[config.mk]
export PLATFORM = sky130hd
export DESIGN_NAME = pcm_bytes_to_stereo_samples
export DESIGN_NICKNAME = d
export VERILOG_FILES = /design/src/hw/rtl/pbs_pkg.sv /design/src/hw/rtl/pcm_bytes_to_stereo_samples.sv
export SDC_FILE = /design/constraint.sdc
export NUM_CORES = 1
export LEC_CHECK = 0
export BUFFER_PORTS_ARGS = -buffer_cell sky130_fd_sc_hd__buf_2
export CAP_MARGIN = 30
export CELL_PAD_IN_SITES_DETAIL_PLACEMENT = 0
export CELL_PAD_IN_SITES_GLOBAL_PLACEMENT = 1
export CORE_MARGIN = 2
export CORE_UTILIZATION = 46
export DETAILED_ROUTE_END_ITERATION = 8
export PLACE_DENSITY = 0.82
export SLEW_MARGIN = 20
export SYNTH_ARGS = -nofsm -noshare
export SYNTH_HDL_FRONTEND = slang
export SYNTH_SLANG_ARGS = --single-unit
[constraint.sdc]
create_clock -name clock -period 6.2 [get_ports clock]
set_clock_uncertainty 0.1 [all_clocks]
set_input_delay 0.62 -clock clock [delete_from_list [all_inputs] [get_ports clock]]
set_output_delay 0.62 -clock clock [all_outputs]
set_load 0.01 [all_outputs]
[src/hw/rtl/pbs_pkg.sv]
`timescale 1ns / 1ps
// ----------------------------------------------------------------------------
// pbs_pkg
// Shared widths, register indexes and mode codes for the PCM byte unpacker.
// ----------------------------------------------------------------------------
package pbs_pkg;

   localparam int ByteW   = 8;
   localparam int SampleW = 17;
   localparam int ReqW    = 8;
   localparam int RspW    = 40;
   localparam int CsrIdxW = 2;
   localparam int CsrDatW = 2;
   localparam int PhaseW  = 3;

   typedef logic [CsrIdxW-1:0] csr_idx_type;

   localparam csr_idx_type RegSampleWidth = 2'd0;
   localparam csr_idx_type RegChannelMode = 2'd1;
   localparam csr_idx_type RegBigEndian   = 2'd2;

   typedef logic [1:0] chan_mode_type;

   localparam chan_mode_type ChanMono   = 2'd0;
   localparam chan_mode_type ChanStereo = 2'd1;
   localparam chan_mode_type ChanQuad   = 2'd2;

   typedef logic signed [SampleW-1:0] sample_type;

   localparam sample_type SampleMin = -17'sd32768;
   localparam sample_type SampleMax = 17'sd32768;

endpackage

[src/hw/rtl/pcm_bytes_to_stereo_samples.sv]
`timescale 1ns / 1ps
// ----------------------------------------------------------------------------
// pcm_bytes_to_stereo_samples
// Unpacks interleaved 8/16-bit PCM bytes into Q2.15 left/right frames,
// with mono duplication and quad-to-stereo saturating downmix.
// ----------------------------------------------------------------------------
// A frame's last byte enters the byte register, then its frame the frame register.
// Throughput: one byte per cycle; the byte register and the frame register
// both advance whenever the frame register is empty or being taken.
// Reset: synchronous, active high; clears phase, partials and valids, and
// loads 16-bit, stereo, little endian.
module pcm_bytes_to_stereo_samples (
   input  logic                        clock,
   input  logic                        reset,
   input  logic                        req_tvalid,
   output logic                        req_tready,
   input  logic [pbs_pkg::ReqW-1:0]    req_tdata,   // [7:0] data_byte
   output logic                        rsp_tvalid,
   input  logic                        rsp_tready,
   output logic [pbs_pkg::RspW-1:0]    rsp_tdata,   // [16:0] left_sample,
                                                    // [33:17] right_sample,
                                                    // [39:34] zero
   input  logic                        csr_valid,
   output logic                        csr_ready,
   input  logic [pbs_pkg::CsrIdxW-1:0] csr_index,
   input  logic [pbs_pkg::CsrDatW-1:0] csr_wdata
);
   import pbs_pkg::*;

   function automatic sample_type sat_q15(input logic signed [SampleW:0] v);
      sample_type r;
      if (v < 18'sd0 - 18'sd32768) r = SampleMin;
      else if (v > 18'sd32768) r = SampleMax;
      else r = v[SampleW-1:0];
      return r;
   endfunction

   logic                 width_ff, width_in;
   chan_mode_type        chan_ff, chan_in;
   logic                 big_ff, big_in;

   logic                 s1_valid_ff, s1_valid_in;
   logic [ByteW-1:0]     s1_byte_ff, s1_byte_in;

   logic [PhaseW-1:0]    phase_ff, phase_in;
   logic [ByteW-1:0]     held_ff, held_in;
   sample_type           lpart_ff, lpart_in;
   sample_type           rpart_ff, rpart_in;

   logic                 out_valid_ff, out_valid_in;
   sample_type           out_left_ff, out_left_in;
   sample_type           out_right_ff, out_right_in;

   logic                 s1_go;
   logic                 emit;
   logic [PhaseW:0]      frame_bytes;
   logic [2:0]           chans;
   logic [PhaseW-1:0]    ph;
   logic [1:0]           ch;
   logic [15:0]          raw;
   sample_type           smp;

   assign csr_ready  = 1'b1;
   assign s1_go      = s1_valid_ff && (!out_valid_ff || rsp_tready);
   assign req_tready = !s1_valid_ff || s1_go;

   always_comb begin
      width_in = width_ff;
      chan_in  = chan_ff;
      big_in   = big_ff;
      if (csr_valid) begin
         case (csr_index)
            RegSampleWidth: width_in = csr_wdata[0];
            RegChannelMode: chan_in  = csr_wdata;
            RegBigEndian:   big_in   = csr_wdata[0];
            default: ;
         endcase
      end
   end

   always_comb begin
      s1_valid_in = s1_valid_ff;
      s1_byte_in  = s1_byte_ff;
      if (s1_go) s1_valid_in = 1'b0;
      if (req_tvalid && req_tready) begin
         s1_valid_in = 1'b1;
         s1_byte_in  = req_tdata[ByteW-1:0];
      end
   end

   always_comb begin
      if (chan_ff[1]) chans = 3'd4;
      else if (chan_ff == ChanStereo) chans = 3'd2;
      else chans = 3'd1;
      frame_bytes = width_ff ? {chans, 1'b0} : {1'b0, chans};
      ph = ({1'b0, phase_ff} >= frame_bytes) ? '0 : phase_ff;
      raw = big_ff ? {held_ff, s1_byte_ff} : {s1_byte_ff, held_ff};
      if (width_ff) begin
         smp = {raw[15], raw};
         ch  = ph[2:1];
      end else begin
         smp = {{2{~s1_byte_ff[7]}}, s1_byte_ff[6:0], 8'h00};
         ch  = ph[1:0];
      end

      phase_in     = ph + 3'd1;
      held_in      = held_ff;
      lpart_in     = lpart_ff;
      rpart_in     = rpart_ff;
      emit         = 1'b0;
      out_left_in  = out_left_ff;
      out_right_in = out_right_ff;

      if (width_ff && !ph[0]) begin
         held_in = s1_byte_ff;
      end else if (chans == 3'd1) begin
         phase_in     = '0;
         emit         = 1'b1;
         out_left_in  = smp;
         out_right_in = smp;
      end else if (chans == 3'd2) begin
         if (ch == 2'd0) begin
            lpart_in = smp;
         end else begin
            phase_in     = '0;
            emit         = 1'b1;
            out_left_in  = lpart_ff;
            out_right_in = smp;
         end
      end else begin
         case (ch)
            2'd0: lpart_in = smp;
            2'd1: rpart_in = smp;
            2'd2: lpart_in = sat_q15({lpart_ff[SampleW-1], lpart_ff}
                                     + {smp[SampleW-1], smp});
            default: begin
               rpart_in     = sat_q15({rpart_ff[SampleW-1], rpart_ff}
                                      + {smp[SampleW-1], smp});
               phase_in     = '0;
               emit         = 1'b1;
               out_left_in  = lpart_ff;
               out_right_in = rpart_in;
            end
         endcase
      end

      if (!s1_go) begin
         phase_in     = phase_ff;
         held_in      = held_ff;
         lpart_in     = lpart_ff;
         rpart_in     = rpart_ff;
         out_left_in  = out_left_ff;
         out_right_in = out_right_ff;
      end

      out_valid_in = out_valid_ff;
      if (out_valid_ff && rsp_tready) out_valid_in = 1'b0;
      if (s1_go && emit) out_valid_in = 1'b1;
      if (!(s1_go && emit)) begin
         out_left_in  = out_left_ff;
         out_right_in = out_right_ff;
      end
   end

   always_ff @(posedge clock) begin
      if (reset) begin
         width_ff     <= 1'b1;
         chan_ff      <= ChanStereo;
         big_ff       <= 1'b0;
         s1_valid_ff  <= 1'b0;
         phase_ff     <= '0;
         held_ff      <= '0;
         lpart_ff     <= '0;
         rpart_ff     <= '0;
         out_valid_ff <= 1'b0;
      end else begin
         width_ff     <= width_in;
         chan_ff      <= chan_in;
         big_ff       <= big_in;
         s1_valid_ff  <= s1_valid_in;
         phase_ff     <= phase_in;
         held_ff      <= held_in;
         lpart_ff     <= lpart_in;
         rpart_ff     <= rpart_in;
         out_valid_ff <= out_valid_in;
      end
   end

   always_ff @(posedge clock) begin
      s1_byte_ff   <= s1_byte_in;
      out_left_ff  <= out_left_in;
      out_right_ff <= out_right_in;
   end

   assign rsp_tvalid = out_valid_ff;
   assign rsp_tdata  = {{(RspW - 2 * SampleW){1'b0}}, out_right_ff, out_left_ff};

endmodule

==> impl.org <==
** Outcome
- The run finished with clean final reports.

** CTS
- No sink is reached through more buffers than the 2 on the longest clock path.
- For this design, the CTS-stage hold fixing added 0 buffers.
- Clock latency on the worst-skew pair :: 360 ps
- Inserted Clock Buffers :: 9
- Root Buffer :: sky130_fd_sc_hd__clkbuf_16
- After clock tree synthesis, the clock-pin slew on the worst setup and hold paths is 70 ps.
- Gates resized during post-CTS repair numbered 0.
- TritonCTS built the clock tree.
- Post-CTS timing repair inserted 0 buffers for setup.
- H-tree Lvls :: 3
- The clock net in this run drives a total of 93 sinks.

** STA
- Actual slew at the worst max-slew pin :: 825.4 ps
- Hold is met by 346.1 ps.
- Setup violations remaining at the end of the flow were counted as 0.
- RSZ-0062 raised after global routing :: false
- Total count of max-transition violations in the final report :: 0
- Number of hold-slack violations in the final timing report :: 0
- Fin crit period :: 5312 ps
- Dividing the final minimum period by the clock period gives 0.8568.
- Max Fclk :: 0.1882 GHz
- In this run the tightest slew margin relative to its limit is 0.4489.
- In the final timing run, aggregate negative setup slack is 0 ps.

** Logic synthesis
- Among all cell types in the netlist, the one instantiated most often is sky130_fd_sc_hd__a21oi_1.
- Area leader, netlist :: sky130_fd_sc_hd__edfxtp_1
- Cells after synthesis :: 733
- Counting distinct cell types in the post-synthesis netlist gives 68.
- Top post-synthesis cells by area :: sky130_fd_sc_hd__edfxtp_1 20%, sky130_fd_sc_hd__dfxtp_1 16%, sky130_fd_sc_hd__ha_1 7.6%
- Most instantiated flip-flop cell in the synthesis netlist :: sky130_fd_sc_hd__dfxtp_1
- Fraction of registers with async set/reset :: 0
- Of the post-synthesis cell area, the dominant cell type holds 0.2025.
- The Yosys step of the flow raised 0 warnings.
- Ranked by instance count, the synthesized netlist is headed by 81 x sky130_fd_sc_hd__a21oi_1, 79 x sky130_fd_sc_hd__nand2_1, 66 x sky130_fd_sc_hd__nor2_1.
- Fraction of the yosys area taken by sequential cells :: 0.3665
- In this run, synthesis produced a sequential element count of 93.
- Avg Synthesized Cell Area :: 8.496 µm²
- Number of synthesized flops with an enable pin :: 42
- Summing every instance area after synthesis gives 6227 µm².

** Layout
- After filler insertion, the fill cell instance count of the layout stands at 1245.
- Nets@finish :: 828
- Diode count :: 0
- Proportion of layout cells with a drive suffix above 1 :: 0.1302
- FF+latch area :: 2282 µm²
- Synth-to-Final Area Change :: 13.06%
- Footprint of the multi-input gates :: 3695 µm²

** Drt
- The first TritonRoute pass finished after 5 iterations.
- Residual DRC count :: 0
- Dividing the detail-routed wire length by the instance count gives 18.32 µm.
- Summed over all layers, the routed wires come to 17440 µm.
- Residual antenna-violating net count after detailed routing :: 0
- Summing over every cut layer, the via total after detailed routing is 5710.
- Starting DRC count in detailed routing :: 570
- Dividing the detail-routed via count by the number of cells gives 5.998.

** Floorplanning
- Height of the chip :: 120.4 µm
- Initial core utilization :: 0.4702
- The core region is 13240 µm².
- Die width :: 120.4 µm
- The die covers 14480 µm².
- Core Rows :: 42
- In this run the count of I/O pins placed on the die edge is 60.

** Worst setup path
- Critical path launch point type :: flop
- Family of cells with the greatest summed delay on the critical path :: simple AND/OR/NAND/NOR gates
- The critical path goes through nand2_1, mux2i_1, inv_1, ha_1, nand2_1, o21ai_0, o21ai_0, or3_1, or4b_4, nor4_4, nor2_4, o31ai_1.
- The critical path in this run is classified as flop to flop.
- In this design, the stage delay of the slowest critical-path cell is 860 ps.
- At the worst endpoint, the required time is 6260 ps.
- For this design, the slowest cell found on the critical path is sky130_fd_sc_hd__dfxtp_1.
- In this run the worst path has a maximum fanout of 24.
- At the worst endpoint, the arrival time is 5380 ps.
- The worst setup path is captured at a flop.
- The number of buffers and inverters on the critical path is 1.

** Power and ir drop
- Dividing total power by cell area gives a power density of 230.5 nW/µm².
- Power comes to 1.623 mW.
- IR analysis of the VDD net gives a maximum drop of 0.1521 mV.
- The analysis attributes to cell leakage a power of 2.892 nW.

** Placed design
- Weighted congestion reported at the end of routability-driven placement :: 0.9155
- During placement, the flow inserted port buffers numbering 52.
- Post-detailed-placement half-perimeter wirelength :: 13300 µm

** GRT
- Across every metal layer, demand over resource in global routing totals 0.2455.
- Global routing finished with a remaining overflow of 0.
- Entering global routing, the biggest net connects 49 pins.
- The via count of the first global-routing pass is 5262.
- First-pass GRT wire length :: 27740 µm
- The number of antenna violations at the first check in global routing is 0.

** Flow run
- Count of max-cap constraint violations :: 0

** Hold path
- The min-delay analysis places its worst path in the category input pin to flop.
## layout make-up
class	count	area share
clock buffer	10	0.03394
inverter	29	0.01546
clock inverter	6	0.01990
sequential	93	0.3242
multi-input combinational	576	0.5248
tap	176	0.03128
timing repair buffer	62	0.05047
## per-layer routing
layer / routed length (µm) / global-route usage
met1: 8232 / 0.3465
met2: 8028 / 0.3896
met3: 896 / 0.03915
met4: 280 / 0.07195
met5: 0 / 0
## cell usage in the layout, fill, tap and decap left out, types with 9 or more instances in the layout
cell	synthesis	final
sky130_fd_sc_hd__xor2_1	16	16
sky130_fd_sc_hd__buf_2	2	52
sky130_fd_sc_hd__o22ai_1	12	12
sky130_fd_sc_hd__edfxtp_1	42	42
sky130_fd_sc_hd__dfxtp_1	51	51
sky130_fd_sc_hd__nand2_1	79	79
sky130_fd_sc_hd__nor2_1	66	65
sky130_fd_sc_hd__o21ai_0	55	55
sky130_fd_sc_hd__nand3_1	19	19
sky130_fd_sc_hd__xnor2_1	12	12
sky130_fd_sc_hd__clkbuf_16	0	9
sky130_fd_sc_hd__mux2i_1	19	19
sky130_fd_sc_hd__a21oi_1	81	81
sky130_fd_sc_hd__a211oi_1	10	9
sky130_fd_sc_hd__nor3_1	19	19
sky130_fd_sc_hd__ha_1	38	38
sky130_fd_sc_hd__inv_1	28	28
sky130_fd_sc_hd__o211ai_1	12	12
## report_power, final
group          internal (mW)  total, mW  switching [mW]
clock network          0.450      0.697           0.247
registers              0.655      0.671          0.0162
logic                 0.0882      0.255           0.166
total                   1.19       1.62           0.429
## kinds of logic (layout without fill, tap and decap cells)
logic type | count (synthesis) | in the layout | synth area share
DFF | 93 | 93 | 0.3665
buffers and inverters | 69 | 107 | 0.04621
muxes | 27 | 27 | 0.04501
other | 2 | 7 | 0.001206
adders and majority gates | 40 | 40 | 0.08278
AOI/OAI and AO/OA | 238 | 238 | 0.2393
xor gates and xnor gates | 28 | 28 | 0.03938
and+or+nand+nor | 236 | 236 | 0.1796
## final timing paths
check | end | start | depth (start not counted) | slack [ps]
worst max register to register | out_right_ff[2] | width_ff | 12 | 890
worst min register to register | rpart_ff[10] | rpart_ff[10] | 2 | 400
worst max-delay path | out_right_ff[2] | width_ff | 12 | 890
worst min-delay path | s1_byte_ff[2] | req_tdata[2] | 1 | 350
## flip-flops by register name (all words and copies together) (netlist names)
name          count
lpart_ff         17
out_left_ff      17
out_right_ff     17
rpart_ff         17
held_ff           8
s1_byte_ff        8
phase_ff          3
chan_ff           2
big_ff            1
rsp_tvalid        1
s1_valid_ff       1
width_ff          1
## stage by stage
step	instances	utilization	instance area [µm²]	setup slack, ps
5_1_grt	952	0.5317	7041	392.5
4_1_cts	951	0.5305	7025	932.6
2_1_floorplan	738	-	6246	1608
3_3_place_gp	934	0.5004	6626	989.9
6_report	952	0.5317	7041	887.8
3_5_place_dp	935	0.5019	6646	961.2
Note: power is estimated with default switching activity, not from simulation.
